$ cat config.mk
export PLATFORM = sky130hd
export DESIGN_NAME = psu_queue
export DESIGN_NICKNAME = d
export VERILOG_FILES = /design/src/design/particle_state_update_macros.svh /design/src/design/psu_pkg.sv /design/src/design/psu_queue.sv
export SDC_FILE = /design/constraint.sdc
export NUM_CORES = 1
export LEC_CHECK = 0
export ABC_CLOCK_PERIOD_IN_PS = 13500
export BUFFER_PORTS_ARGS = -buffer_cell sky130_fd_sc_hd__buf_2
export CELL_PAD_IN_SITES_DETAIL_PLACEMENT = 1
export CELL_PAD_IN_SITES_GLOBAL_PLACEMENT = 2
export CORE_MARGIN = 3
export CORE_UTILIZATION = 49
export DETAILED_ROUTE_END_ITERATION = 10
export PLACE_DENSITY_LB_ADDON = 0.05
export SYNTH_ARGS = -nofsm -noshare
export SYNTH_HDL_FRONTEND = slang
export SYNTH_SLANG_ARGS = --single-unit
$ cat constraint.sdc
create_clock -name clk -period 13.5 [get_ports clk]
set_input_delay 0.675 -clock clk [delete_from_list [all_inputs] [get_ports clk]]
set_output_delay 0.675 -clock clk [all_outputs]
set_load 0.02 [all_outputs]
$ cat src/design/particle_state_update_macros.svh
// Assertion macros for the particle state update block.
`ifndef PARTICLE_STATE_UPDATE_MACROS_SVH
`define PARTICLE_STATE_UPDATE_MACROS_SVH

// Same-cycle implication, sampled on clk, off while rst_n is low.
`define PSU_ASSERT_IMPL(label, ante, cons, msg) \
    label: assert property (@(posedge clk) disable iff (!rst_n) (ante) |-> (cons)) \
        else $error(msg);

// Next-cycle implication, sampled on clk, off while rst_n is low.
`define PSU_ASSERT_NEXT(label, ante, cons, msg) \
    label: assert property (@(posedge clk) disable iff (!rst_n) (ante) |=> (cons)) \
        else $error(msg);

`endif

$ cat src/design/psu_pkg.sv
// Shared types, constants and colour tables of the particle state update block.
package psu_pkg;

    localparam int CFG_IDX_W = 2;
    localparam logic [CFG_IDX_W-1:0] CFG_CURRENT_TIME = 2'd0;
    localparam logic [CFG_IDX_W-1:0] CFG_FRAME_TIME   = 2'd1;
    localparam logic [CFG_IDX_W-1:0] CFG_GRAVITY      = 2'd2;

    localparam logic [2:0] KIND_STATIC   = 3'd0;
    localparam logic [2:0] KIND_GRAV     = 3'd1;
    localparam logic [2:0] KIND_SLOWGRAV = 3'd2;
    localparam logic [2:0] KIND_FIRE     = 3'd3;
    localparam logic [2:0] KIND_EXPLODE  = 3'd4;
    localparam logic [2:0] KIND_EXPLODE2 = 3'd5;
    localparam logic [2:0] KIND_BLOB     = 3'd6;
    localparam logic [2:0] KIND_BLOB2    = 3'd7;

    localparam logic [3:0] FIRE_RATE     = 4'd5;
    localparam logic [3:0] EXPLODE_RATE  = 4'd10;
    localparam logic [3:0] EXPLODE2_RATE = 4'd15;

    localparam logic [11:0] GRAVITY_RESET = 12'd800;
    // gravity step = floor(F * gravity / 5120) = floor((F * gravity >> 10) / 5)
    localparam int          GRAV_SHIFT   = 10;
    localparam logic [13:0] RECIP_5      = 14'd13107;  // floor(65536 / 5), under by < 1
    localparam logic [31:0] DIE_EXPIRED  = 32'hFFFF_0000;

    typedef struct packed {
        logic             keep;
        logic [2:0]       kind;
        logic [2:0][31:0] pos;
        logic [2:0][31:0] vel;
        logic [15:0]      ramp;
        logic [7:0]       pal;
        logic [31:0]      die;
        logic [30:0]      spawn;
    } psu_rec_t;

    typedef struct packed {
        logic [15:0] frame_time;
        logic [15:0] grav_step;
    } psu_cfg_t;

    function automatic logic [7:0] tab_fire(input logic [2:0] idx);
        logic [7:0] v;
        case (idx)
            3'd0:    v = 8'h6d;
            3'd1:    v = 8'h6b;
            3'd2:    v = 8'h06;
            3'd3:    v = 8'h05;
            3'd4:    v = 8'h04;
            3'd5:    v = 8'h03;
            default: v = 8'h00;
        endcase
        return v;
    endfunction

    function automatic logic [7:0] tab_explode(input logic [2:0] idx);
        logic [7:0] v;
        case (idx)
            3'd0:    v = 8'h6f;
            3'd1:    v = 8'h6d;
            3'd2:    v = 8'h6b;
            3'd3:    v = 8'h69;
            3'd4:    v = 8'h67;
            3'd5:    v = 8'h65;
            3'd6:    v = 8'h63;
            default: v = 8'h61;
        endcase
        return v;
    endfunction

    function automatic logic [7:0] tab_explode2(input logic [2:0] idx);
        logic [7:0] v;
        case (idx)
            3'd0:    v = 8'h6f;
            3'd1:    v = 8'h6e;
            3'd2:    v = 8'h6d;
            3'd3:    v = 8'h6c;
            3'd4:    v = 8'h6b;
            3'd5:    v = 8'h6a;
            3'd6:    v = 8'h68;
            default: v = 8'h66;
        endcase
        return v;
    endfunction

    function automatic logic [31:0] sat32(input logic signed [35:0] x);
        logic [31:0] r;
        if (x[35:31] == 5'b00000 || x[35:31] == 5'b11111)
            r = x[31:0];
        else if (x[35])
            r = 32'h8000_0000;
        else
            r = 32'h7fff_ffff;
        return r;
    endfunction

endpackage

$ cat src/design/psu_queue.sv
// Short word queue between the front end and the motion pipeline.
module psu_queue
    import psu_pkg::*;
#(
    parameter int DEPTH = 4,
    parameter int LW    = $clog2(DEPTH + 1)
)
(
    input  logic          clk,
    input  logic          rst_n,
    input  logic          push_valid,
    output logic          push_ready,
    input  psu_rec_t      push_data,
    output logic          pop_valid,
    input  logic          pop_ready,
    output psu_rec_t      pop_data,
    output logic [LW-1:0] level
);

    localparam int PW = (DEPTH > 1) ? $clog2(DEPTH) : 1;

    psu_rec_t      mem [DEPTH];
    logic [PW-1:0] wr_ptr_reg, wr_ptr_next;
    logic [PW-1:0] rd_ptr_reg, rd_ptr_next;
    logic [LW-1:0] count_reg, count_next;
    logic          push, pop;

    assign push_ready = (count_reg != LW'(DEPTH));
    assign pop_valid  = (count_reg != '0);
    assign push       = push_valid && push_ready;
    assign pop        = pop_valid && pop_ready;
    assign pop_data   = mem[rd_ptr_reg];
    assign level      = count_reg;

    always_comb
    begin
        wr_ptr_next = wr_ptr_reg;
        rd_ptr_next = rd_ptr_reg;
        if (push)
            wr_ptr_next = (wr_ptr_reg == PW'(DEPTH - 1)) ? '0 : wr_ptr_reg + 1'b1;
        if (pop)
            rd_ptr_next = (rd_ptr_reg == PW'(DEPTH - 1)) ? '0 : rd_ptr_reg + 1'b1;
        count_next = count_reg + LW'(push) - LW'(pop);
    end

    always_ff @(posedge clk or negedge rst_n)
    begin
        if (!rst_n)
        begin
            wr_ptr_reg <= '0;
            rd_ptr_reg <= '0;
            count_reg  <= '0;
        end
        else
        begin
            wr_ptr_reg <= wr_ptr_next;
            rd_ptr_reg <= rd_ptr_next;
            count_reg  <= count_next;
        end
    end

    always_ff @(posedge clk)
    begin
        if (push)
            mem[wr_ptr_reg] <= push_data;
    end

endmodule

==> flow_results.xml <==
<?xml version="1.0" encoding="UTF-8"?>
<metrics>
  <group name="run_status">
    <metric name="outcome" unit="">complete, no violations</metric>
  </group>
  <group name="timing">
    <metric name="finalClockSkew" unit="ns">0.0256</metric>
    <metric name="post_route_setup_tns" unit="ns">0</metric>
    <metric name="report.final.setup_viol" unit="">0</metric>
    <metric name="finalHoldViolations" unit="">0</metric>
    <metric name="final_min_period_over_clock_period" unit="">0.344</metric>
    <metric name="max_freq" unit="MHz">215</metric>
    <metric name="timing.max_slew.rel_slack" unit="">0.229</metric>
    <metric name="final-max-slew-violation-count" unit="">0</metric>
    <metric name="final.min_clock_period" unit="ns">4.64</metric>
    <metric name="grt_setup_unrepaired" unit="">no</metric>
    <metric name="worst_pin_slew" unit="ns">1.16</metric>
  </group>
  <group name="synthesis">
    <metric name="synth_xor_xnor_area_share" unit="">0.000418</metric>
    <metric name="synth_area" unit="sq um">41900</metric>
    <metric name="synth_top_area_frac" unit="">0.812</metric>
    <metric name="synth_compound_area_frac" unit="">0</metric>
    <metric name="combinational_family_with_the_most_area_after_synthesis" unit="">multiplexers</metric>
    <metric name="yosys_register_bits" unit="">1139</metric>
    <metric name="postSynthAreaPerCell" unit="sq um">27.6</metric>
    <metric name="main_area_contributors_after_synthesis" unit="">edfxtp_1 (81%), mux4_1 (9.3%), mux4_2 (7.3%), buf_6 (0.70%), dfrtp_1 (0.42%)</metric>
    <metric name="synthDistinctLibCells" unit="">20</metric>
    <metric name="synth_fa_ha_area_frac" unit="">0.00257</metric>
    <metric name="syn-instance-count" unit="">1517</metric>
    <metric name="syn-num-nets" unit="">1812</metric>
    <metric name="synth_mux_area_frac" unit="">0.167</metric>
    <metric name="synth_simple_gate_area_share" unit="">0.00149</metric>
    <metric name="yosysSeqAreaShare" unit="">0.816</metric>
    <metric name="synth_warnings" unit="">0</metric>
    <metric name="synth_top_cell_by_area" unit="">edfxtp_1</metric>
  </group>
  <group name="worst_hold_path">
    <metric name="hp_class" unit="">in -&gt; reg</metric>
  </group>
  <group name="final_layout">
    <metric name="largest_reg_flops" unit="">1132</metric>
    <metric name="largest-register" unit="">mem</metric>
    <metric name="mostFrequentLayoutCell" unit="">edfxtp_1</metric>
    <metric name="layout-drive-gt1-share" unit="">0.401</metric>
    <metric name="layout.area.seq" unit="sq um">34200</metric>
    <metric name="synthToLayoutAreaGrowth" unit="%">18.9</metric>
    <metric name="multi_input_comb_area" unit="sq um">7180</metric>
    <metric name="finish.net_count" unit="">2465</metric>
    <metric name="commonest_non_fill_non_tap_cells_in_the_layout" unit="">edfxtp_1 (1132), buf_2 (574), mux4_1 (148)</metric>
    <metric name="post-route-util" unit="">0.592</metric>
    <metric name="fillerInstances" unit="">7039</metric>
    <metric name="final_cell_count_no_fill" unit="">3431</metric>
  </group>
  <group name="worst_setup_path">
    <metric name="path_common_cell" unit="">buf_4</metric>
    <metric name="critPathMaxFanout" unit="">56</metric>
    <metric name="crit_path_start_kind" unit="">flop</metric>
    <metric name="critical_path.max_stage_delay" unit="ns">0.90</metric>
    <metric name="critPathCaptureType" unit="">output port</metric>
    <metric name="critical_path.slowest_cell" unit="">buf_4</metric>
    <metric name="cp.buffers_inverters" unit="">3</metric>
    <metric name="timing.critical_path.required" unit="ns">12.82</metric>
    <metric name="timing.setup.critical_path_class" unit="">reg -&gt; out</metric>
    <metric name="critPathArrivalTime" unit="ns">3.97</metric>
    <metric name="worstPathCellList" unit="">buf_4 -&gt; buf_4 -&gt; mux4_1 -&gt; buf_2</metric>
    <metric name="path_delay_family" unit="">buffers and inverters</metric>
  </group>
  <group name="power">
    <metric name="power_frac_seq" unit="">0.419</metric>
    <metric name="power.internal" unit="mW">7.86</metric>
    <metric name="ir_drop" unit="uV">169</metric>
    <metric name="clkPwrFrac" unit="">0.273</metric>
    <metric name="cellPowerDensity" unit="nW/um^2">234</metric>
    <metric name="power.share.combinational" unit="">0.308</metric>
    <metric name="leakagePower" unit="nW">17.2</metric>
    <metric name="swShare" unit="">0.324</metric>
    <metric name="design_power_total" unit="mW">11.6</metric>
    <metric name="power_switching" unit="mW">3.77</metric>
  </group>
  <group name="place">
    <metric name="dp_cell_count" unit="">3182</metric>
    <metric name="detailedPlacementHpwl" unit="um">59600</metric>
    <metric name="place.gp.congestion" unit="">0.760</metric>
    <metric name="place.port_buffers" unit="">574</metric>
  </group>
  <group name="run">
    <metric name="timing.max_cap.violations" unit="">0</metric>
  </group>
  <group name="routing">
    <metric name="avgViaCountPerCell" unit="">5.53</metric>
    <metric name="vias" unit="">19000</metric>
    <metric name="routed_wl" unit="um">95900</metric>
    <metric name="number_of_remaining_drc_errors" unit="">0</metric>
    <metric name="wl_per_cell" unit="um">27.9</metric>
    <metric name="drtAntennaViolNets" unit="">0</metric>
    <metric name="drtIter0Drc" unit="">1325</metric>
    <metric name="length_of_the_first_detailed_routing_pass_in_iterations" unit="">7</metric>
  </group>
  <group name="cts">
    <metric name="cts_buffer_depth" unit="">3</metric>
    <metric name="worst_skew_pair.late_latency" unit="ns">0.68</metric>
    <metric name="clock_tree_from_tritoncts" unit="">built</metric>
    <metric name="cts-buffers-inserted" unit="">119</metric>
    <metric name="clock_sinks" unit="">1139</metric>
    <metric name="htreeDepth" unit="">3</metric>
    <metric name="root_driver" unit="">clkbuf_16</metric>
    <metric name="cts.reportedPaths.clkPinSlew" unit="ns">0.06</metric>
    <metric name="total_setup_buffers_inserted_after_cts" unit="">0</metric>
  </group>
  <group name="floorplanning">
    <metric name="die-area" unit="sq um">89000</metric>
    <metric name="die-height" unit="um">298</metric>
    <metric name="core_region_area" unit="sq um">84100</metric>
    <metric name="design.portCount" unit="">575</metric>
    <metric name="floorplan.initialDensity" unit="">0.498</metric>
    <metric name="fp.dieW" unit="um">298</metric>
    <metric name="fp-row-count" unit="">106</metric>
  </group>
  <group name="global_route">
    <metric name="antenna_found_initial" unit="">52</metric>
    <metric name="first_global_vias" unit="">20400</metric>
    <metric name="track_usage" unit="">0.214</metric>
    <metric name="pin_count_of_the_biggest_net_entering_global_routing" unit="">157</metric>
    <metric name="grt_first_pass_wirelength" unit="um">140000</metric>
    <metric name="global_route.overflow_total" unit="">0</metric>
  </group>
</metrics>
## worst reg2reg max path: stages (launching register included)
cell and delay (ns):
dfrtp_1 0.41, or3b_4 0.27, and3_4 0.70, buf_4 0.84, buf_4 0.93
## worst paths after layout
check                               from  depth (start not counted)  slack [ns]            end
setup / recovery           rd_ptr_reg[0]                          4        8.86   pop_data[51]
min in group asynchronous          rst_n                          2        0.46  wr_ptr_reg[1]
hold reg to reg                 level[2]                          1        0.53       level[2]
hold / removal             push_data[19]                          1        0.21     mem[2][19]
max in group asynchronous          rst_n                          2       12.85  rd_ptr_reg[1]
setup reg to reg                level[2]                          4        9.91    mem[0][188]
## power groups by stage
stage / logic (mW) / clock network [mW] / registers, mW
2_1_floorplan: 2.44 / 0 / 5.05
3_3_place_gp: 3.68 / 0 / 4.90
3_5_place_dp: 3.68 / 0 / 4.95
4_1_cts: 3.69 / 3.26 / 4.88
5_1_grt: 3.80 / 3.41 / 4.93
6_report: 3.59 / 3.18 / 4.87
## what timing repair did
item / 4_1_cts / 5_1_grt
resized for setup: 0 / 0
setup endpoints to repair: 0 / 0
hold endpoints to repair: 7 / 0
hold buffers: 1 / 0
## metrics by stage
stage	setup slack, ns	cell area [sq um]	hold WS [ns]
3_5_place_dp	9.42	45900	0.523
4_1_cts	8.68	49700	0.148
2_1_floorplan	5.51	41900	0.379
3_3_place_gp	9.38	45900	0.492
6_report	8.86	49800	0.208
5_1_grt	8.51	49700	0.174
## metal layers
layer | wire length, um | global-route usage | vias up
li1 | - | - | 8148
met1 | 35500 | 0.259 | 10100
met2 | 50100 | 0.367 | 564
met3 | 7620 | 0.0705 | 177
met4 | 2480 | 0.0668 | 24
met5 | 163 | 0 | -
## Yosys cell counts, drive strengths merged
cell    number
and2         1
and3         4
buf         60
clkbuf       4
dfrtp        7
edfxtp    1132
fa           1
ha           7
inv          7
mux2         4
mux4       283
nand2        1
nor2         2
or3          1
or3b         1
xnor2        2
## layout make-up
cell class	instances	area share
Tap cell	1134	0.0285
Multi-Input combinational cell	307	0.144
Sequential cell	1139	0.686
Inverter	7	0.000528
Antenna cell	26	0.00131
Clock inverter	77	0.0145
Timing Repair Buffer	596	0.0618
Clock buffer	145	0.0626
## logic make-up (layout without fill, tap and decap cells)
logic type | after synthesis | after routing
DFF | 1139 | 1139
muxes | 287 | 287
buffers and inverters | 71 | 825
and+or+nand+nor | 10 | 10
adders and majority gates | 8 | 8
xor gates and xnor gates | 2 | 2
other | 0 | 26
Note: power is estimated with default switching activity, not from simulation.
