===== config.mk =====
export PLATFORM = sky130hd
export DESIGN_NAME = psu_front
export DESIGN_NICKNAME = d
export VERILOG_FILES = /design/src/design/particle_state_update_macros.svh /design/src/design/psu_pkg.sv /design/src/design/psu_front.sv
export SDC_FILE = /design/constraint.sdc
export NUM_CORES = 1
export LEC_CHECK = 0
export BUFFER_PORTS_ARGS = -buffer_cell sky130_fd_sc_hd__buf_2
export CORE_AREA = 2 2 250 252
export CTS_CLUSTER_SIZE = 16
export DETAILED_ROUTE_END_ITERATION = 7
export DIE_AREA = 0 0 252 254
export MAX_ROUTING_LAYER = met4
export PLACE_DENSITY = 0.72
export SLEW_MARGIN = 20
export SYNTH_ARGS = -nofsm -noshare
export SYNTH_HDL_FRONTEND = slang
export SYNTH_SLANG_ARGS = --single-unit

===== constraint.sdc =====
create_clock -name clk -period 24.5 [get_ports clk]
set_clock_uncertainty 0.15 [all_clocks]
set_input_delay 4.9 -clock clk [delete_from_list [all_inputs] [get_ports clk]]
set_output_delay 4.9 -clock clk [all_outputs]
set_load 0.1 [all_outputs]

===== src/design/particle_state_update_macros.svh =====
// Assertion macros for the particle state update block.
`ifndef PARTICLE_STATE_UPDATE_MACROS_SVH
`define PARTICLE_STATE_UPDATE_MACROS_SVH

// Same-cycle implication, sampled on clk, off while rst_n is low.
`define PSU_ASSERT_IMPL(label, ante, cons, msg) \
    label: assert property (@(posedge clk) disable iff (!rst_n) (ante) |-> (cons)) \
        else $error(msg);

// Next-cycle implication, sampled on clk, off while rst_n is low.
`define PSU_ASSERT_NEXT(label, ante, cons, msg) \
    label: assert property (@(posedge clk) disable iff (!rst_n) (ante) |=> (cons)) \
        else $error(msg);

`endif


===== src/design/psu_pkg.sv =====
// Shared types, constants and colour tables of the particle state update block.
package psu_pkg;

    localparam int CFG_IDX_W = 2;
    localparam logic [CFG_IDX_W-1:0] CFG_CURRENT_TIME = 2'd0;
    localparam logic [CFG_IDX_W-1:0] CFG_FRAME_TIME   = 2'd1;
    localparam logic [CFG_IDX_W-1:0] CFG_GRAVITY      = 2'd2;

    localparam logic [2:0] KIND_STATIC   = 3'd0;
    localparam logic [2:0] KIND_GRAV     = 3'd1;
    localparam logic [2:0] KIND_SLOWGRAV = 3'd2;
    localparam logic [2:0] KIND_FIRE     = 3'd3;
    localparam logic [2:0] KIND_EXPLODE  = 3'd4;
    localparam logic [2:0] KIND_EXPLODE2 = 3'd5;
    localparam logic [2:0] KIND_BLOB     = 3'd6;
    localparam logic [2:0] KIND_BLOB2    = 3'd7;

    localparam logic [3:0] FIRE_RATE     = 4'd5;
    localparam logic [3:0] EXPLODE_RATE  = 4'd10;
    localparam logic [3:0] EXPLODE2_RATE = 4'd15;

    localparam logic [11:0] GRAVITY_RESET = 12'd800;
    // gravity step = floor(F * gravity / 5120) = floor((F * gravity >> 10) / 5)
    localparam int          GRAV_SHIFT   = 10;
    localparam logic [13:0] RECIP_5      = 14'd13107;  // floor(65536 / 5), under by < 1
    localparam logic [31:0] DIE_EXPIRED  = 32'hFFFF_0000;

    typedef struct packed {
        logic             keep;
        logic [2:0]       kind;
        logic [2:0][31:0] pos;
        logic [2:0][31:0] vel;
        logic [15:0]      ramp;
        logic [7:0]       pal;
        logic [31:0]      die;
        logic [30:0]      spawn;
    } psu_rec_t;

    typedef struct packed {
        logic [15:0] frame_time;
        logic [15:0] grav_step;
    } psu_cfg_t;

    function automatic logic [7:0] tab_fire(input logic [2:0] idx);
        logic [7:0] v;
        case (idx)
            3'd0:    v = 8'h6d;
            3'd1:    v = 8'h6b;
            3'd2:    v = 8'h06;
            3'd3:    v = 8'h05;
            3'd4:    v = 8'h04;
            3'd5:    v = 8'h03;
            default: v = 8'h00;
        endcase
        return v;
    endfunction

    function automatic logic [7:0] tab_explode(input logic [2:0] idx);
        logic [7:0] v;
        case (idx)
            3'd0:    v = 8'h6f;
            3'd1:    v = 8'h6d;
            3'd2:    v = 8'h6b;
            3'd3:    v = 8'h69;
            3'd4:    v = 8'h67;
            3'd5:    v = 8'h65;
            3'd6:    v = 8'h63;
            default: v = 8'h61;
        endcase
        return v;
    endfunction

    function automatic logic [7:0] tab_explode2(input logic [2:0] idx);
        logic [7:0] v;
        case (idx)
            3'd0:    v = 8'h6f;
            3'd1:    v = 8'h6e;
            3'd2:    v = 8'h6d;
            3'd3:    v = 8'h6c;
            3'd4:    v = 8'h6b;
            3'd5:    v = 8'h6a;
            3'd6:    v = 8'h68;
            default: v = 8'h66;
        endcase
        return v;
    endfunction

    function automatic logic [31:0] sat32(input logic signed [35:0] x);
        logic [31:0] r;
        if (x[35:31] == 5'b00000 || x[35:31] == 5'b11111)
            r = x[31:0];
        else if (x[35])
            r = 32'h8000_0000;
        else
            r = 32'h7fff_ffff;
        return r;
    endfunction

endpackage


===== src/design/psu_front.sv =====
// Front end: configuration registers, gravity step, liveness and colour ramp.
module psu_front
    import psu_pkg::*;
(
    input  logic                 clk,
    input  logic                 rst_n,
    input  logic                 cfg_we,
    input  logic [CFG_IDX_W-1:0] cfg_index,
    input  logic [30:0]          cfg_wdata,
    input  logic                 in_valid,
    output logic                 in_ready,
    input  psu_rec_t             in_rec,
    output logic                 fr_valid,
    input  logic                 fr_ready,
    output psu_rec_t             fr_rec,
    output psu_cfg_t             cfg
);

    logic [30:0] cur_time_reg;
    logic [15:0] frame_time_reg;
    logic [11:0] gravity_reg;
    logic [27:0] gprod_reg;
    logic [17:0] gq_reg;
    logic [15:0] gest_reg;
    logic [15:0] gstep_reg;

    logic [31:0] gest_prod;
    logic [18:0] gest_x5;
    logic [17:0] grem;

    logic        fr_valid_reg, fr_valid_next;
    psu_rec_t    fr_rec_reg, fr_rec_next;

    logic        live;
    logic [3:0]  rate;
    logic [19:0] step_prod;
    logic [16:0] ramp_sum;
    logic [15:0] ramp_new;
    logic        ramp_end;
    logic [7:0]  pal_new;
    logic        is_ramp;

    always_ff @(posedge clk or negedge rst_n)
    begin
        if (!rst_n)
        begin
            cur_time_reg   <= '0;
            frame_time_reg <= '0;
            gravity_reg    <= GRAVITY_RESET;
        end
        else if (cfg_we)
        begin
            case (cfg_index)
                CFG_CURRENT_TIME: cur_time_reg   <= cfg_wdata;
                CFG_FRAME_TIME:   frame_time_reg <= cfg_wdata[15:0];
                CFG_GRAVITY:      gravity_reg    <= cfg_wdata[11:0];
                default:          ;
            endcase
        end
    end

    // gravity step, registered through gprod_reg, gq_reg/gest_reg and gstep_reg
    assign gest_prod = gprod_reg[27:GRAV_SHIFT] * RECIP_5;
    assign gest_x5   = {gest_reg, 2'b00} + {3'b000, gest_reg};
    assign grem      = gq_reg - gest_x5[17:0];

    always_ff @(posedge clk)
    begin
        gprod_reg <= frame_time_reg * gravity_reg;
        gq_reg    <= gprod_reg[27:GRAV_SHIFT];
        gest_reg  <= gest_prod[31:16];
        gstep_reg <= (grem >= 18'd5) ? gest_reg + 16'd1 : gest_reg;
    end

    assign cfg.frame_time = frame_time_reg;
    assign cfg.grav_step  = gstep_reg;

    always_comb
    begin
        live = !(($signed(in_rec.die) < $signed({1'b0, cur_time_reg}))
                 || (in_rec.spawn > cur_time_reg));

        case (in_rec.kind)
            KIND_FIRE:     rate = FIRE_RATE;
            KIND_EXPLODE:  rate = EXPLODE_RATE;
            KIND_EXPLODE2: rate = EXPLODE2_RATE;
            default:       rate = 4'd0;
        endcase
        is_ramp = (rate != 4'd0);

        step_prod = frame_time_reg * rate;
        ramp_sum  = {1'b0, in_rec.ramp} + {1'b0, step_prod[19:4]};
        ramp_new  = ramp_sum[16] ? 16'hffff : ramp_sum[15:0];

        case (in_rec.kind)
            KIND_FIRE:
            begin
                ramp_end = (ramp_new[15:12] >= 4'd6);
                pal_new  = tab_fire(ramp_new[14:12]);
            end
            KIND_EXPLODE:
            begin
                ramp_end = ramp_new[15];
                pal_new  = tab_explode(ramp_new[14:12]);
            end
            default:
            begin
                ramp_end = ramp_new[15];
                pal_new  = tab_explode2(ramp_new[14:12]);
            end
        endcase

        fr_rec_next      = in_rec;
        fr_rec_next.keep = live;
        if (live && is_ramp)
        begin
            fr_rec_next.ramp = ramp_new;
            if (ramp_end)
                fr_rec_next.die = DIE_EXPIRED;
            else
                fr_rec_next.pal = pal_new;
        end
    end

    assign in_ready = !fr_valid_reg || fr_ready;

    always_comb
    begin
        fr_valid_next = fr_valid_reg;
        if (in_valid && in_ready)
            fr_valid_next = 1'b1;
        else if (fr_ready)
            fr_valid_next = 1'b0;
    end

    always_ff @(posedge clk or negedge rst_n)
    begin
        if (!rst_n)
            fr_valid_reg <= 1'b0;
        else
            fr_valid_reg <= fr_valid_next;
    end

    always_ff @(posedge clk)
    begin
        if (in_valid && in_ready)
            fr_rec_reg <= fr_rec_next;
    end

    assign fr_valid = fr_valid_reg;
    assign fr_rec   = fr_rec_reg;

endmodule


==> results of run 1 <==
==> synthesized netlist by cell type, types with 11 or more instances <==
cell type / n / area, um^2
xor2_1: 23 / 201.4
o21a_1: 13 / 97.59
ha_1: 313 / 3916
inv_1: 366 / 1374
edfxtp_1: 283 / 8498
nand4_1: 19 / 118.9
and3_1: 13 / 81.33
o21ai_0: 68 / 340.3
clkbuf_1: 52 / 195.2
mux2_2: 37 / 416.7
o211ai_1: 11 / 82.58
or2_2: 18 / 112.6
a21oi_1: 62 / 310.3
and2_1: 68 / 425.4
dfrtp_1: 57 / 1426
a31oi_1: 22 / 137.6
a21o_1: 40 / 300.3
nand3_1: 23 / 115.1
xnor2_1: 60 / 525.5
fa_1: 260 / 5205
nor3_1: 20 / 100.1
nand2b_1: 17 / 106.4
nor4_1: 13 / 81.33
nor2_1: 79 / 296.5
dfxtp_1: 68 / 1361
nor2b_1: 29 / 181.4
a211oi_1: 12 / 90.09
nand2_1: 227 / 852.1
==> cell type report <==
type	count	area share (%)
Multi-Input combinational cell	1540	44.54
Inverter	366	4.087
Clock inverter	28	0.7816
Clock buffer	57	3.696
Tap cell	790	2.940
Timing Repair Buffer	648	9.774
Sequential cell	411	33.81
Antenna cell	50	0.3722
==> routing by layer <==
layer,routed length (um),vias to the layer above,GRT usage [%]
li1,-,9362,-
met1,33750,9950,33.36
met2,45660,895,49.30
met3,8314,180,7.508
met4,4167,0,11.83
met5,0,-,-
==> cells in the final DEF, fill, tap and decap left out, types with 60 or more instances in the layout <==
master,count
xnor2_1,60
inv_1,366
edfxtp_1,283
nor2_1,79
ha_1,313
nand2_1,227
and2_1,67
dfxtp_1,68
fa_1,260
o21ai_0,68
a21oi_1,62
buf_2,636
==> how the worst max path moves through the flow <==
stage,from,end,slack [ns],cells after the start
floorplan,fr_ready,fr_rec[0],11.46,2
global placement,in_rec[280],fr_rec[68],12.45,26
detailed placement,in_rec[280],fr_rec[65],12.51,26
CTS,in_rec[280],fr_rec[65],13.10,26
global route,in_rec[280],fr_rec[65],12.34,26
finish,in_rec[280],fr_rec[65],12.94,26
==> through the flow <==
step           setup slack, ns  cells  hold WS, ns  instance area (um^2)  utilization [%]
6_report                 12.94   3890       0.3125                 33620            54.88
5_1_grt                  12.34   3877       0.3168                 33580            54.82
4_1_cts                  13.10   3840       0.3153                 33490            54.67
3_5_place_dp             12.51   3755       0.3108                 31990            52.22
3_3_place_gp             12.45   3755       0.3061                 31990            52.22
2_1_floorplan            11.46   2372       0.2399                 27920                -
==> cell families after synthesis <==
kind of cell             Yosys count  synth area share, %
adder cells (fa/ha/maj)          573                32.67
AND/OR/NAND/NOR                  550                9.690
buffers and inverters            421                5.688
flip-flops                       411                40.71
AO/OA/AOI/OAI                    293                6.997
XOR/XNOR                          83                2.604
multiplexers                      41                1.636
==> worst reg2reg max path, stage by stage (launching register included) <==
cell and delay, ns:
dfrtp_1 0.83, and2_1 0.31, inv_1 0.08, fa_1 0.40, fa_1 0.49, inv_1 0.04, ha_1 0.34, a21o_1 0.19
a21o_1 0.16, a21oi_1 0.18, nor2b_1 0.07, a311oi_1 0.46, o21ai_0 0.29, nor2_1 0.18, xnor2_1 0.18, ha_1 0.33
a21oi_1 0.33, mux2_2 0.40, a31oi_1 0.26, and2_1 0.23, a31oi_1 0.16, nand2_1 0.29, mux2_2 0.38
==> metrics.csv, run 1 <==
metric;value;unit
I/O Buffers;636;
Die X;252;um
CP bufs+invs;4;
Initial DRT Pass Iterations;6;
total wire length;91880;um
# setup viols final;0;
multi-input logic area;0.01497;mm^2
Sink Count;411;
Hold Path Stages;0;
Worst Hold End;gq_reg[2];
hold_buf cts;0;
Tmin final;11.56;ns
drt drc;0;
largest fanout on the critical path;14;
fmax;0.08653;GHz
Longest Clk Path Bufs;3;
Routed WL per cell;23.62;um
R2R setup slack;17.52;ns
drt initial violations;1404;
ys flop type;edfxtp_1;
first-pass GRT wire length;132200;um
Register Area;0.01136;mm^2
reg-to-reg startpoint;frame_time_reg[5];
register area share after synthesis;40.71;%
H-tree Lvls;2;
post-route ant nets;0;
CTS Buf Count;46;
CP most frequent cell;inv_1;
WP data required;24.68;ns
post-cts resize count;0;
Final Hold Viols;0;
cell row count;91;
final RePlAce weighted congestion;0.9705;
initial core utilization;45.57;%
gr ovfl total;0;
Final period util;47.17;%
Largest delay share family, worst path;compound AO/OA/AOI/OAI gates;
CTS tree;built;
Core ar.;0.06126;mm^2
FILL cells;5351;
Area Growth Syn to Fin;20.42;%
initial antenna violation count;59;
HP Start;gprod_reg[12];
worst-case reg-to-reg path depth;22;
crit start category;input port;
Setup TNS;0;ns
worst hold path type;reg -> reg;
max_cap viols;0;
critical path arrival;11.74;ns
Yosys cell types;79;
Largest register FFs;283;
largest net degree at the start of global routing;183;
CTS clock-pin slew for the worst setup and hold paths;0.06;ns
Die Y;254;um
Syn Inst Count;2372;
Post-Syn Area per Cell;11.77;um^2
Post-synth EDFFs;283;
die area;0.06401;mm^2
Worst path max stage delay;0.61;ns
final net count;3907;
WS Path Type;in -> reg;
syn_nets;3266;
Final HPWL DP;76180;um
CP endpoint kind;flip-flop;
Ports;638;
#FFs+latches synth;411;
Slew Limit Headroom;26.03;%
number of synthesis warnings;0;
number of global-route vias before repair;20600;
status;complete, no violations;
layout cells sized above 1;26.13;%
Slew @ Worst Pin;1.109;ns
Synth Cell Area;0.02792;mm^2
RR Endpoint;fr_rec[65];
Post-CTS Setup Bufs;0;
Final Max Tran Viols;0;
Worst path slowest cell;and2_0;
Clock Latency Late Sink;0.59;ns
Post-synth ARST share;14.60;%
CTS root buf;clkbuf_16;
vias per inst;5.241;
DR vias;20390;
GR Util All Layers;29.26;%
RSZ-0062 raised after global routing;false;
Power of run 1 is not shown: default switching activity piles up to over one toggle a cycle in this logic, so the estimate is an artifact.
==> inputs of run 2 (changes only) <==
CORE_AREA = 2 2 247 249   (was 2 2 250 252)
DIE_AREA = 0 0 249 251   (was 0 0 252 254)
PLACE_DENSITY = 0.76   (was 0.72)
clock period = 10.6 ns   (was 24.5 ns; I/O delays follow)
==> metrics.csv, run 2 (same netlist as run 1, synthesis figures left out) <==
metric;value;unit;change
Largest register FFs;283;;unchanged
Tmin final;8.340;ns;
die area;0.06250;mm^2;-2.4%
hold_buf cts;0;;unchanged
Setup TNS;0;ns;unchanged
Longest Clk Path Bufs;3;;unchanged
# setup viols final;0;;unchanged
CP most frequent cell;inv_1;;
crit start category;input port;;
FILL cells;5147;;-3.8%
post-route ant nets;0;;unchanged
Routed WL per cell;25.08;um;+6.2%
Final Hold Viols;0;;unchanged
fmax;0.1199;GHz;
final core occ;56.17;%;+1.3 points
CTS tree;built;;
Slew @ Worst Pin;0.9989;ns;-0.1106 ns
final RePlAce weighted congestion;0.9783;;+0.80%
I/O Buffers;636;;unchanged
largest net degree at the start of global routing;170;;-7.1%
Ports;638;;unchanged
fin area;0.03359;mm^2;about the same
critical path arrival;8.53;ns;-3.21 ns
Post-CTS Setup Bufs;0;;unchanged
Worst path slowest cell;fa_1;;
most frequent cells in the layout;636 x buf_2, 366 x inv_1, 313 x ha_1;;
CTS root buf;clkbuf_16;;
Worst path max stage delay;0.49;ns;-0.12 ns
Hold Path Stages;0;;unchanged
vias per inst;5.254;;+0.25%
Die X;249;um;-1.2%
Area Growth Syn to Fin;20.33;%;about the same
number of global-route vias before repair;20430;;-0.83%
worst-case reg-to-reg path depth;22;;unchanged
most common cell after layout, fill and taps aside;buf_2;;
WP data required;10.78;ns;-13.90 ns
drt initial violations;1472;;+4.8%
Slew Limit Headroom;33.41;%;+7.4 points
Initial DRT Pass Iterations;5;;-1
max_cap viols;0;;unchanged
Largest delay share family, worst path;compound AO/OA/AOI/OAI gates;;
stages on the worst setup path;27;;+3.8%
Sink Count;411;;unchanged
Die Y;251;um;-1.2%
layout cells sized above 1;25.98;%;-0.15 points
RSZ-0062 raised after global routing;false;;
placed inst area;0.03198;mm^2;about the same
total wire length;97570;um;+6.2%
initial antenna violation count;73;;+24%
final net count;3907;;unchanged
GR Util All Layers;31.99;%;+2.7 points
first-pass GRT wire length;139300;um;+5.4%
initial core utilization;46.69;%;+1.1 points
DR vias;20440;;+0.27%
CP endpoint kind;flip-flop;;
largest fanout on the critical path;14;;unchanged
H-tree Lvls;2;;unchanged
R2R setup slack;3.63;ns;-13.89 ns
WS Path Type;in -> reg;;
cell row count;90;;-1.1%
status;complete, no violations;;
Final HPWL DP;81760;um;+7.3%
gr ovfl total;0;;unchanged
Final Max Tran Viols;0;;unchanged
Final period util;78.68;%;
Core ar.;0.05979;mm^2;-2.4%
CTS clock-pin slew for the worst setup and hold paths;0.06;ns;about the same
drt drc;0;;unchanged
Clock Latency Late Sink;0.58;ns;about the same
post-cts resize count;0;;unchanged
worst hold path type;reg -> reg;;
CP bufs+invs;5;;+1
CTS Buf Count;45;;-2.2%
==> run 2: cell types whose count changed in the layout (fill, tap and decap cells not counted), sizes merged <==
cell      before  now
buf          648  649
inv          373  369
diode         50   64
clkinv        14   13
clkbuf        57   58
clkinvlp       4    2
==> run 2: routing by layer <==
metal	GRT usage, %	part of all wire, %	wire [um]	vias up
li1	-	-	-	9371
met1	34.59	36	35060	10020
met2	54.36	49	48260	889
met3	9.909	9.5	9309	166
met4	13.99	5.1	4932	0
met5	-	0	0	-
==> run 2: layout make-up <==
| type | instances | area [um^2] | area share, % |
|---|---|---|---|
| Antenna cell | 64 | 160.2 | 0.4768 |
| Clock inverter | 21 | 219.0 | 0.6519 |
| Tap cell | 782 | 978.4 | 2.913 |
| Multi-Input combinational cell | 1540 | 14970 | 44.58 |
| Clock buffer | 58 | 1227 | 3.654 |
| Sequential cell | 411 | 11360 | 33.83 |
| Inverter | 366 | 1374 | 4.090 |
| Timing Repair Buffer | 649 | 3293 | 9.804 |
==> run 2: worst reg2reg max path: stages, from the launching register on <==
cell and delay [ns]:
dfrtp_1 0.77, and2_1 0.28, inv_1 0.07, fa_1 0.46, fa_1 0.49, inv_1 0.04, ha_1 0.34, a21o_1 0.19
a21o_1 0.18, a21oi_1 0.20, nor2b_1 0.07, a311oi_1 0.46, o21ai_0 0.30, nor2_1 0.18, xnor2_1 0.17, ha_1 0.32
a21oi_1 0.29, mux2_2 0.38, a31oi_1 0.28, and2_1 0.24, a31oi_1 0.18, nand2_1 0.30, mux2_2 0.37
==> run 2: path summary, 6_finish.rpt <==
kind / start / to
setup / recovery: in_rec[280] / fr_rec[69]
hold / removal: gprod_reg[12] / gq_reg[2]
setup reg to reg: frame_time_reg[7] / fr_rec[69]
hold reg to reg: gprod_reg[12] / gq_reg[2]
max in group asynchronous: rst_n / cur_time_reg[21]
min in group asynchronous: rst_n / cur_time_reg[0]
==> run 2: stage by stage <==
| step | hold WS [ns] | setup slack [ns] | std cells |
|---|---|---|---|
| final | 0.3425 | 2.260 | 3891 |
| after global routing | 0.3470 | 1.801 | 3881 |
| after CTS | 0.3492 | 2.360 | 3827 |
| after detailed placement | 0.3186 | 1.759 | 3748 |
| after global placement | 0.3214 | 1.826 | 3748 |
| after floorplan | 0.2399 | 0.3401 | 2372 |
Power of run 2 is left out for the same reason.
==> inputs of run 3 (changes only) <==
clock period = 7.4 ns   (was 10.6 ns; I/O delays follow)
==> metrics.csv, run 3 (same netlist as run 1, synthesis figures left out) <==
metric;value;unit;change
Worst path slowest cell;fa_1;;
FILL cells;5070;;-1.5%
fmax;0.1423;GHz;
Slew Limit Headroom;33.27;%;-0.14 points
grt met3 use;8.832;%;-1.1 points
Worst path max stage delay;0.49;ns;about the same
max_cap viols;0;;unchanged
largest fanout on the critical path;32;;+18
I/O Buffers;636;;unchanged
Ports;638;;unchanged
cell row count;90;;unchanged
Final Hold Viols;0;;unchanged
vias per inst;5.230;;-0.46%
placed inst area;0.03244;mm^2;+1.4%
post-route ant nets;0;;unchanged
final RePlAce weighted congestion;0.9894;;+1.1%
Routed WL per cell;24.60;um;-1.9%
Register Area;0.01136;mm^2;unchanged
Largest register FFs;283;;unchanged
CP bufs+invs;8;;+3
CTS tree;built;;
stages on the worst setup path;30;;+11%
CTS clock-pin slew for the worst setup and hold paths;0.06;ns;about the same
DR vias;20690;;+1.2%
RSZ-0062 raised after global routing;false;;
hold_buf cts;0;;unchanged
GR Util All Layers;32.07;%;+0.080 points
Clock Latency Late Sink;0.59;ns;about the same
met1 usage;35.20;%;+0.61 points
crit start category;input port;;
worst-case reg-to-reg path depth;26;;+18%
worst hold path type;reg -> reg;;
Final Max Tran Viols;0;;unchanged
Final HPWL DP;81130;um;-0.77%
Tmin final;7.027;ns;
CP endpoint kind;flip-flop;;
layout cells sized above 1;27.50;%;+1.5 points
die area;0.06250;mm^2;unchanged
number of global-route vias before repair;21010;;+2.8%
Slew @ Worst Pin;0.9980;ns;-0.0009240 ns
Initial DRT Pass Iterations;5;;unchanged
initial antenna violation count;66;;-9.6%
Top Usage Layer GRT;met2;;
largest net degree at the start of global routing;150;;-12%
multi-input logic area;0.01499;mm^2;about the same
Hold Path Stages;0;;unchanged
first-pass GRT wire length;140200;um;+0.69%
fin area;0.03407;mm^2;+1.4%
Die X;249;um;unchanged
most common cell after layout, fill and taps aside;buf_2;;
gr ovfl total;0;;unchanged
post-cts resize count;0;;unchanged
initial core utilization;46.69;%;unchanged
# setup viols final;0;;unchanged
most frequent cells in the layout;636 x buf_2, 366 x inv_1, 313 x ha_1;;
Final period util;94.96;%;
final net count;3967;;+1.5%
global routing met2 resource utilization;53.88;%;-0.48 points
total wire length;97310;um;-0.26%
H-tree Lvls;2;;unchanged
Largest delay share family, worst path;compound AO/OA/AOI/OAI gates;;
drt drc;0;;unchanged
Post-CTS Setup Bufs;0;;unchanged
Area Growth Syn to Fin;22.06;%;
critical path arrival;7.20;ns;-1.33 ns
Longest Clk Path Bufs;3;;unchanged
WS Path Type;in -> reg;;
Die Y;251;um;unchanged
status;complete, no violations;;
Core ar.;0.05979;mm^2;unchanged
WP data required;7.57;ns;-3.21 ns
CTS root buf;clkbuf_16;;
CTS Buf Count;46;;+2.2%
Sink Count;411;;unchanged
drt initial violations;1461;;-0.75%
## run 3: layout make-up
| type | instances | share of cell area [%] |
|---|---|---|
| Inverter | 366 | 4.032 |
| Clock buffer | 58 | 3.599 |
| Sequential cell | 411 | 33.35 |
| Clock inverter | 26 | 0.6830 |
| Multi-Input combinational cell | 1540 | 43.98 |
| Tap cell | 782 | 2.872 |
| Antenna cell | 65 | 0.4774 |
| Timing Repair Buffer | 708 | 11.00 |
## run 3: per-layer routing
metal  vias up  share of wire [%]  wire [um]
li1       9514                  -          -
met1     10080                 36      34760
met2       896                 49      47580
met3       201                9.2       8922
met4         0                6.2       6046
met5         -                  0          0
## run 3: worst paths after layout
| check | endpoint | slack (ns) | from |
|---|---|---|---|
| setup / recovery | fr_rec[45] | 0.37 | in_rec[280] |
| hold / removal | gq_reg[1] | 0.34 | gprod_reg[11] |
| setup reg to reg | fr_rec[45] | 0.96 | frame_time_reg[7] |
| hold reg to reg | gq_reg[1] | 0.34 | gprod_reg[11] |
| max in group asynchronous | cur_time_reg[19] | 5.65 | rst_n |
| min in group asynchronous | cur_time_reg[2] | 0.91 | rst_n |
## run 3: worst reg2reg max path: stages (launching register included)
cell and delay (ns):
dfrtp_1 0.78, and2_1 0.28, inv_1 0.08, fa_1 0.45, fa_1 0.49, inv_1 0.04, ha_1 0.31, a21o_1 0.19
a21o_1 0.16, a21oi_1 0.20, nor2b_1 0.08, a311oi_2 0.33, o21ai_0 0.31, nor2_1 0.20, xnor2_1 0.16, buf_4 0.14
ha_1 0.15, a21oi_1 0.06, buf_4 0.14, nor2b_1 0.12, a311oi_1 0.33, mux2i_1 0.29, a31oi_1 0.09, buf_4 0.19
nor2b_2 0.16, buf_12 0.21, nor2b_1 0.10
## run 3: stage by stage
stage | util, % | setup TNS [ns] | worst slack [ns] | hold WS [ns] | cells
3_5_place_dp | 54.26 | -1.897 | -0.06497 | 0.3159 | 3807
3_3_place_gp | 54.26 | 0 | 0.002152 | 0.3139 | 3807
5_1_grt | 56.92 | 0 | 0.03052 | 0.3549 | 3941
4_1_cts | 56.70 | 0 | 0.4812 | 0.3459 | 3891
6_report | 56.98 | 0 | 0.3733 | 0.3435 | 3956
2_1_floorplan | - | 0 | 0.06300 | 0.2399 | 2372
Power of run 3 is left out for the same reason.
